===== src/cmh_pkg.sv =====
// ----------------------------------------------------------------------------
// cmh_pkg
// Shared types and constants for the case-folded 64-bit murmur hash block.
// ----------------------------------------------------------------------------
package cmh_pkg;

  localparam logic [63:0] MIX_MUL   = 64'hc6a4a7935bd1e995;
  localparam int unsigned MIX_SHIFT = 47;

  localparam logic [31:0] MIX_MUL_LO = MIX_MUL[31:0];
  localparam logic [31:0] MIX_MUL_HI = MIX_MUL[63:32];

  typedef enum logic [3:0] {
    ST_IDLE,
    ST_INIT,
    ST_LEN,
    ST_MIX,
    ST_K1,
    ST_K2,
    ST_H,
    ST_END,
    ST_FIN
  } seq_state_e;

  typedef struct packed {
    logic        start;
    logic [63:0] operand;
  } mul_req_t;

  typedef struct packed {
    logic        busy;
    logic [63:0] product;
  } mul_rsp_t;

  // ASCII fold of the valid bytes; bytes at or past the count read as zero
  function automatic logic [63:0] fold_word(input logic [63:0] w, input logic [3:0] cnt);
    logic [63:0] res;
    logic [7:0]  b;
    res = '0;
    for (int i = 0; i < 8; i++) begin
      b = w[8*i +: 8];
      if (4'(i) >= cnt) begin
        b = 8'h00;
      end else if (b >= 8'h41 && b <= 8'h5a) begin
        b = b + 8'h20;
      end
      res[8*i +: 8] = b;
    end
    return res;
  endfunction

  function automatic logic [63:0] xor_shift(input logic [63:0] v);
    return v ^ (v >> MIX_SHIFT);
  endfunction

endpackage


===== src/cmh_mul.sv =====
// ----------------------------------------------------------------------------
// cmh_mul
// Iterative multiply by the mix constant, low 64 bits of the product.
// One 32x32 partial product per cycle.
// ----------------------------------------------------------------------------
module cmh_mul (
  input  logic              clk_i,
  input  logic              rst_ni,
  input  cmh_pkg::mul_req_t req_i,
  output cmh_pkg::mul_rsp_t rsp_o
);
  import cmh_pkg::*;

  localparam logic [1:0] LastStep = 2'd2;

  logic [63:0] a_q;
  logic [63:0] acc_q, acc_d;
  logic [1:0]  step_q;
  logic        busy_q;
  logic [31:0] x, y;
  logic [63:0] prod;

  // aL*mL + ((aL*mH + aH*mL) << 32), high cross terms drop out
  always_comb begin
    case (step_q)
      2'd0: begin
        x = a_q[31:0];
        y = MIX_MUL_LO;
      end
      2'd1: begin
        x = a_q[31:0];
        y = MIX_MUL_HI;
      end
      default: begin
        x = a_q[63:32];
        y = MIX_MUL_LO;
      end
    endcase
    prod = 64'(x) * 64'(y);
    if (step_q == 2'd0) begin
      acc_d = prod;
    end else begin
      acc_d = acc_q + {prod[31:0], 32'h0};
    end
  end

  always_ff @(posedge clk_i or negedge rst_ni) begin
    if (!rst_ni) begin
      busy_q <= 1'b0;
      step_q <= 2'd0;
    end else if (req_i.start) begin
      busy_q <= 1'b1;
      step_q <= 2'd0;
    end else if (busy_q) begin
      step_q <= step_q + 2'd1;
      if (step_q == LastStep) begin
        busy_q <= 1'b0;
      end
    end
  end

  always_ff @(posedge clk_i) begin
    if (req_i.start) begin
      a_q <= req_i.operand;
    end
    if (busy_q) begin
      acc_q <= acc_d;
    end
  end

  assign rsp_o.busy    = busy_q;
  assign rsp_o.product = acc_q;

endmodule


===== src/case_folded_murmur64a_hash.sv =====
// Timing: a first word adds the length product, a last word adds the
// finalizer, and a finished hash may wait on hash_stall_i.
// Throughput: one word at a time, set by the shared multiplier that
// every multiply by the mix constant uses; word_stall_o holds off the
// next word until the current one is done.
// Reset: asynchronous, active low; clears seed, accumulator and output valid.
// ----------------------------------------------------------------------------
// case_folded_murmur64a_hash
// Seeded MurmurHash64A over case-folded little-endian words, with an
// APB-style seed register and valid/stall request channels.
// ----------------------------------------------------------------------------
module case_folded_murmur64a_hash (
  input  logic        clk_i,
  input  logic        rst_ni,
  // configuration
  input  logic        psel,
  input  logic        penable,
  input  logic        pwrite,
  input  logic [3:0]  paddr,
  input  logic [63:0] pwdata,
  output logic [63:0] prdata,
  output logic        pready,
  // input words
  input  logic        word_valid_i,
  output logic        word_stall_o,
  input  logic [63:0] data_word_i,
  input  logic [3:0]  byte_count_i,
  input  logic        first_word_i,
  input  logic        last_word_i,
  input  logic [30:0] total_length_i,
  // result
  output logic        hash_valid_o,
  input  logic        hash_stall_i,
  output logic [63:0] hash_value_o
);
  import cmh_pkg::*;

  seq_state_e  state_q, state_d;
  logic [63:0] seed_q;
  logic [63:0] acc_q, acc_d;
  logic [63:0] k_q, k_d;
  logic [3:0]  cnt_q;
  logic        first_q, last_q;
  logic [30:0] len_q;
  logic [63:0] out_q, out_d;
  logic        out_valid_q, out_valid_d;
  logic        accept;
  logic [3:0]  cnt_clamped;
  mul_req_t    mreq;
  mul_rsp_t    mrsp;

  assign pready = 1'b1;
  assign prdata = (paddr[3] == 1'b0) ? seed_q : 64'h0;

  always_ff @(posedge clk_i or negedge rst_ni) begin
    if (!rst_ni) begin
      seed_q <= 64'h0;
    end else if (psel && penable && pwrite && paddr[3] == 1'b0) begin
      seed_q <= pwdata;
    end
  end

  assign word_stall_o = (state_q != ST_IDLE);
  assign accept       = word_valid_i && (state_q == ST_IDLE);
  assign cnt_clamped  = byte_count_i[3] ? 4'd8 : byte_count_i;

  cmh_mul u_mul (
    .clk_i  (clk_i),
    .rst_ni (rst_ni),
    .req_i  (mreq),
    .rsp_o  (mrsp)
  );

  always_comb begin
    state_d      = state_q;
    acc_d        = acc_q;
    k_d          = k_q;
    out_d        = out_q;
    out_valid_d  = out_valid_q && hash_stall_i;
    mreq.start   = 1'b0;
    mreq.operand = k_q;
    case (state_q)
      ST_IDLE: begin
        if (accept) begin
          k_d     = fold_word(data_word_i, cnt_clamped);
          state_d = ST_INIT;
        end
      end
      ST_INIT: begin
        if (first_q) begin
          mreq.start   = 1'b1;
          mreq.operand = {33'h0, len_q};
          state_d      = ST_LEN;
        end else begin
          state_d = ST_MIX;
        end
      end
      ST_LEN: begin
        if (!mrsp.busy) begin
          acc_d   = seed_q ^ mrsp.product;
          state_d = ST_MIX;
        end
      end
      ST_MIX: begin
        if (cnt_q == 4'd8) begin
          mreq.start   = 1'b1;
          mreq.operand = k_q;
          state_d      = ST_K1;
        end else if (cnt_q != 4'd0) begin
          // tail: h ^= k, h *= m
          acc_d        = acc_q ^ k_q;
          mreq.start   = 1'b1;
          mreq.operand = acc_q ^ k_q;
          state_d      = ST_H;
        end else begin
          state_d = ST_END;
        end
      end
      ST_K1: begin
        if (!mrsp.busy) begin
          k_d          = xor_shift(mrsp.product);
          mreq.start   = 1'b1;
          mreq.operand = xor_shift(mrsp.product);
          state_d      = ST_K2;
        end
      end
      ST_K2: begin
        if (!mrsp.busy) begin
          acc_d        = acc_q ^ mrsp.product;
          mreq.start   = 1'b1;
          mreq.operand = acc_q ^ mrsp.product;
          state_d      = ST_H;
        end
      end
      ST_H: begin
        if (!mrsp.busy) begin
          acc_d   = mrsp.product;
          state_d = ST_END;
        end
      end
      ST_END: begin
        if (last_q) begin
          mreq.start   = 1'b1;
          mreq.operand = xor_shift(acc_q);
          state_d      = ST_FIN;
        end else begin
          state_d = ST_IDLE;
        end
      end
      ST_FIN: begin
        // hold until the output register is free
        if (!mrsp.busy && !(out_valid_q && hash_stall_i)) begin
          out_d       = xor_shift(mrsp.product);
          out_valid_d = 1'b1;
          state_d     = ST_IDLE;
        end
      end
      default: begin
        state_d = ST_IDLE;
      end
    endcase
  end

  always_ff @(posedge clk_i or negedge rst_ni) begin
    if (!rst_ni) begin
      state_q     <= ST_IDLE;
      acc_q       <= 64'h0;
      out_valid_q <= 1'b0;
    end else begin
      state_q     <= state_d;
      acc_q       <= acc_d;
      out_valid_q <= out_valid_d;
    end
  end

  always_ff @(posedge clk_i) begin
    k_q   <= k_d;
    out_q <= out_d;
    if (accept) begin
      cnt_q   <= cnt_clamped;
      first_q <= first_word_i;
      last_q  <= last_word_i;
      len_q   <= total_length_i;
    end
  end

  assign hash_valid_o = out_valid_q;
  assign hash_value_o = out_q;

endmodule


===== config.mk =====
export PLATFORM = sky130hd
export DESIGN_NAME = case_folded_murmur64a_hash
export DESIGN_NICKNAME = d
export VERILOG_FILES = /design/src/cmh_pkg.sv /design/src/cmh_mul.sv /design/src/case_folded_murmur64a_hash.sv
export SDC_FILE = /design/constraint.sdc
export NUM_CORES = 2
export LEC_CHECK = 0
export BUFFER_PORTS_ARGS = -buffer_cell sky130_fd_sc_hd__buf_4
export CAP_MARGIN = 20
export CORE_MARGIN = 3
export CORE_UTILIZATION = 65
export CTS_BUF_LIST = sky130_fd_sc_hd__clkbuf_8
export CTS_CLUSTER_SIZE = 28
export DETAILED_ROUTE_END_ITERATION = 16
export GPL_TIMING_DRIVEN = 0
export PLACE_DENSITY = 0.85
export SLEW_MARGIN = 25
export SYNTH_ARGS = -nofsm -noshare
export SYNTH_HDL_FRONTEND = slang
export SYNTH_SLANG_ARGS = --single-unit

===== constraint.sdc =====
create_clock -name clk_i -period 23.5 [get_ports clk_i]
set_input_delay 2.35 -clock clk_i [delete_from_list [all_inputs] [get_ports clk_i]]
set_output_delay 2.35 -clock clk_i [all_outputs]
set_load 0.02 [all_outputs]

Word level (Yosys, flattened, before mapping)
Index checks and enable logic that the tools add are counted.

operators by class
  add/subtract/negate cells = 10
  multipliers = 1
  divide/modulo/power cells = 0
  magnitude comparators = 24
  eq/ne operators = 19
  shifts and indexed selects = 0
  multiplexer cells = 55
  bitwise operators = 6
  reductions and logical operators = 28

operators by type and width
  operator               count
  $mux W64               9
  $mux W65               6
  $pmux W65 S5           1
  $pmux W64 S4           1
  $xor A64 B64 Y64       3
  $mux W8                16
  $pmux W64 S2           1
  $xor A64 B17 Y64       2
  $add A64 B64 Y64       1
  $add A8 B6 Y8 const B  8
  $ge A8 B7 Y1 const B   8
  $le A8 B7 Y1 const B   8
  $mul A32 B32 Y64       1
  $mux W32               2
  $pmux W4 S9            1
  $mux W4                8
  $eq A4 B3 Y1 const B   4
  $ge A3 B4 Y1 const A   4
  $ne A2 B2 Y1 const B   8
  $logic_and A1 B1 Y1    14
  $reduce_and A6 Y1      2
  $reduce_bool A4 Y1     3
  $eq A4 B2 Y1 const B   2
  $eq A4 B4 Y1 const B   2
  16 further kinds       28

storage, ports and cells
  register bits after elaboration = 429
  latch bits = 0
  bits in writable memories = 0
  memory bits (read-only) = 0
  input bits = 176
  output and inout bits = 131
  logic and storage cells = 157
  memories = 0

Logic depth before layout (Yosys ltp)
  depth after elaboration = 6
  mapped depth = 40
  mapped depth without buffers = 37

By module
From an unflattened synthesis, not the netlist that was laid out.

unflattened totals
  cells, all modules = 5,058
  area, all modules = 50,051.8 µm²

modules (own cells, without submodules)
  module                      instances  cells each  area an instance (µm²)  sequential area each (µm²)
  cmh_mul                     1          2,987       30,924.7                3,918.8
  case_folded_murmur64a_hash  1          2,071       19,127.1                8,282.9

Least setup slack after synthesis
OpenSTA, ideal clock, no wires.

  kind = reg2reg
  start point = reg u_mul.step_q[0]
  end point = reg u_mul.acc_q[60] (data pin)
  setup time = 0.277 ns
  arrival = 9.386 ns
  required time = 23.223 ns
  slack = 13.837 ns
  cell stages (with the launch flop) = 38
  path buffers = 3
  clock period less this slack = 9.663 ns
  cells stage by stage = dfrtp_1 > inv_1 > ha_1 > nor2_1 > buf_2 > buf_2 > mux2i_1 > or2_2 > inv_1 > ha_1 > fa_1 > inv_1 > fa_1 > fa_1 > inv_1 > fa_1 > inv_1 > fa_1 > [2 not listed] > fa_1 > ha_1 > buf_2 > nand4_1 > nand4b_1 > a21oi_1 > nor2_1 > xnor2_1 > ha_1 > a21o_1 > a21o_1 > a21o_1 > a21o_1 > a2111oi_0 > o21ai_0 > o21ai_0 > xor2_1 > a211oi_1

between the ends
  longest elaborated chain between the ends = 6
  elaborated cells between the ends (all ways) = 8
  classes of those cells = add/sub: 1; mul: 1; eq/ne: 1; mux: 3; reduce/logical: 2

RTL lines
  element                                           RTL line                      source
  start, declared                                   cmh_mul.sv:18                 logic [1:0] step_q;
  start signal, assigned                            cmh_mul.sv:55                 step_q <= step_q + 2'd1;
  $eq A2 B1 Y1 or $logic_not A2 Y1 (tied branches)  cmh_mul.sv:25, cmh_mul.sv:40
  $reduce_or A2 Y1 (no line)                        --
  $mux W32                                          cmh_mul.sv:25                 case (step_q)
  $mul A32 B32 Y64                                  cmh_mul.sv:39                 prod = 64'(x) * 64'(y);
  $add A64 B64 Y64                                  cmh_mul.sv:43                 acc_d = acc_q + {prod[31:0], 32'h0};
  $mux W64 *                                        cmh_mul.sv:40                 if (step_q == 2'd0) begin
  named net u_mul.acc_d[60]                         cmh_mul.sv:17                 logic [63:0] acc_q, acc_d;
  end signal, assigned                              cmh_mul.sv:67                 acc_q <= acc_d;
  end, declared                                     cmh_mul.sv:17

Mark *: on every way through the listed nets, which the timed path passes. The rest lies on a longest branch.
A chain may end at the register's enable or synchronous reset.

Final worst setup path
Same ends and word-level chain as after synthesis.

==> results.yml <==
hold_path:
  min_from: "seed_q[38]$_DFFE_PN0P_"
  hold_path.class: "flop to flop"
  min_path_cells: 1
  hold_end: "seed_q[38]$_DFFE_PN0P_"
setup_path:
  cp-end-kind: "flop"
  worstSetupPathType: "flop to flop"
  r2r_start: "u_mul.step_q[0]$_DFFE_PN0P_"
  start_kind: "flop"
  r2r_setup_slack_ns: 11.01
  r2r-end: "u_mul.acc_q[60]$_DFFE_PP_"
  critPathTopFamily: "adder cells"
  reg2reg_depth: 37
  cpPeakStageDelay_ns: 0.90
  critical_path.max_fanout: 10
  crit_top_cell: "fa_1"
  cp_slowest_cell: "mux2i_1"
  required_ns: 23.90
  arrival_ns: 12.89
  cp_num_buf_inv: 9
global_route:
  grt_pass1_vias: 44400
  grt_pass1_wl_mm: 293
  grt.total_usage_pct: 51.5
  overflow: 0
  antenna_found_initial: 28
  grt_max_degree: 72
sta:
  fin_crit_sh_pct: 53.2
  finalCriticalPeriod_ns: 12.49
  max_slew_margin_pct: 18.5
  hold_viol: 0
  fmax_ghz: 0.0801
  worst_slew_pin_slew_ns: 1.22
  grt_setup_unrepaired: "false"
  skew_ns: 0.0472
  finalSetupTns_ns: 0
  report.final.slew_viol_count: 0
  setup_viol: 0
run_status:
  outcome: "finished, final reports clean"
floorplan:
  dieWidth_um: 282
  die-area_um2: 79300
  start_util_pct: 66.0
  ios: 307
  core_um2: 74800
  die_h_um: 282
  std_cell_rows: 100
routing:
  avgRoutedWirePerCell_um: 31.9
  dr.first_iter.drc_count: 6623
  routed_wl_mm: 204
  drtAntennaViolNets: 0
  drt_pass1_iterations: 10
  drc_errors: 0
  num_vias: 44300
  via_per_inst: 6.92
clock_network:
  clock-sinks: 429
  clock_latency_ns: 0.71
  cts_buffers: 71
  postCtsSetupRepairBufs: 0
  h-tree-depth: 3
  clockBufferDepth: 3
  tritoncts: "done"
  path_clk_slew_ns: 0.06
  holdBufCountCts: 0
  root_buffer: "clkbuf_8"
  cts_resized: 0
logic_synthesis:
  synth_area_um2: 49400
  synth_ff_type: "edfxtp_1"
  synth_edf_count: 293
  ys_seq_elements: 429
  yosysUniqueCellTypes: 99
  syn_area_per_cell_um2: 9.96
  synth_warnings: 0
  synth-async-reset-ratio_pct: 31.7
  yosysSeqAreaShare_pct: 24.7
  synth_cells: 4960
job:
  maxCapViolCount: 0
layout:
  regArea_um2: 12200
  area_growth_pct: 11.0
  layout-drive-gt1-share_pct: 11.8
  multiInputGateArea_um2: 33100
  fillerInstances: 5289
  nets: 6591
placement:
  dpl.hpwl_mm: 166
  port_buffers: 302
  gp_congestion: 1.07
[registers in the layout, summed over array words and instances (netlist names), 2 cells and up]
name,cells
acc_q,64
cnt_q,4
hash_value_o,64
k_q,64
len_q,31
seed_q,64
state_q,4
u_mul.a_q,64
u_mul.acc_q,64
u_mul.step_q,2
[cells in the mapped netlist, types with 40 or more instances]
cell,n,area share (%)
ha_1,447,11
o211ai_1,67,1.0
a21oi_1,207,2.1
o22ai_1,53,0.67
dfrtp_1,136,6.9
nor2_1,224,1.7
xor2_1,98,1.7
edfxtp_1,293,18
a221oi_1,56,0.99
nor3_1,50,0.51
o221ai_1,40,0.71
o21ai_0,343,3.5
inv_1,791,6.0
fa_1,607,25
clkbuf_1,237,1.8
nand2_1,292,2.2
a21o_1,77,1.2
xnor2_1,79,1.4
nand3_1,47,0.48
mux2i_1,44,0.89
a221o_1,45,0.91
a22o_1,44,0.78
mux2_2,68,1.6
and2_1,55,0.70
nor2b_1,74,0.94
[cell usage in the layout, fill, tap and decap left out, types with 74 or more instances in the layout]
cell type	netlist	layout
a21o_1	77	77
a21oi_1	207	205
buf_4	6	308
clkbuf_1	237	236
clkbuf_8	0	76
dfrtp_1	136	135
edfxtp_1	293	293
fa_1	607	607
ha_1	447	447
inv_1	791	804
nand2_1	292	292
nor2_1	224	219
nor2b_1	74	74
o21ai_0	343	340
xnor2_1	79	79
xor2_1	98	98
[per-layer routing]
metal | vias to the layer above | wire length, um | part of all wire [%] | track usage (%)
li1 | 17800 | - | - | -
met1 | 21300 | 65700 | 32 | 58.3
met2 | 3982 | 87800 | 43 | 77.3
met3 | 1263 | 27400 | 13 | 18.0
met4 | 14 | 23400 | 11 | 45.8
met5 | - | 101 | 0.049 | 0
[worst max path at each step]
stage	startpoint	endpoint	slack, ns	cells past startpoint
floorplan	u_mul.step_q[0]$_DFFE_PN0P_	u_mul.acc_q[60]$_DFFE_PP_	13.84	37
global placement	word_valid_i	k_q[18]$_DFFE_PP_	10.41	3
detailed placement	u_mul.step_q[0]$_DFFE_PN0P_	u_mul.acc_q[60]$_DFFE_PP_	11.28	37
CTS	u_mul.step_q[0]$_DFFE_PN0P_	u_mul.acc_q[60]$_DFFE_PP_	11.19	37
global route	u_mul.step_q[0]$_DFFE_PN0P_	u_mul.acc_q[60]$_DFFE_PP_	10.71	37
finish	u_mul.step_q[0]$_DFFE_PN0P_	u_mul.acc_q[60]$_DFFE_PP_	11.01	37
[per-stage QoR]
| step | hold slack [ns] | instance area [um2] | util, % | std cells | setup WS [ns] |
|---|---|---|---|---|---|
| floorplan | 0.424 | 49400 | - | 4964 | 13.84 |
| global placement | 0.528 | 52900 | 70.7 | 6235 | 10.41 |
| detailed placement | 0.534 | 53300 | 71.2 | 6256 | 11.28 |
| CTS | 0.550 | 54700 | 73.2 | 6384 | 11.19 |
| global route | 0.583 | 54800 | 73.2 | 6388 | 10.71 |
| finish | 0.550 | 54800 | 73.3 | 6409 | 11.01 |
[cell type report]
| type | count | share of cell area, % |
|---|---|---|
| buffer | 293 | 2.14 |
| multi-input combinational | 3450 | 60.4 |
| timing repair buffer | 324 | 4.75 |
| tap | 969 | 2.21 |
| inverter | 792 | 5.42 |
| clock inverter | 52 | 0.755 |
| antenna | 24 | 0.110 |
| sequential | 429 | 22.3 |
| clock buffer | 76 | 1.91 |
[kinds of logic (layout without fill, tap and decap cells)]
group | Yosys count | count (layout) | share of synthesized area [%]
AO/OA/AOI/OAI | 1171 | 1171 | 16.1
buffers and inverters | 1085 | 1537 | 8.39
adder cells (fa/ha/maj) | 1054 | 1054 | 35.9
AND/OR/NAND/NOR | 929 | 929 | 9.24
flip-flops | 429 | 429 | 24.7
XOR/XNOR | 178 | 178 | 3.19
multiplexers | 112 | 112 | 2.44
other | 2 | 30 | 0.0152
[worst reg2reg max path: cells and delay by family, from the launching register on]
kind	cells	cell delay (ns)
xor gates and xnor gates	2	0.69
and+or+nand+nor	5	1.50
muxes	1	0.90
adders and majority gates	11	5.13
AOI/OAI and AO/OA	9	1.96
DFF	1	0.41
buffers and inverters	9	1.59
Power is not shown: default switching activity piles up to over one toggle a cycle in this logic, so the estimate is an artifact.
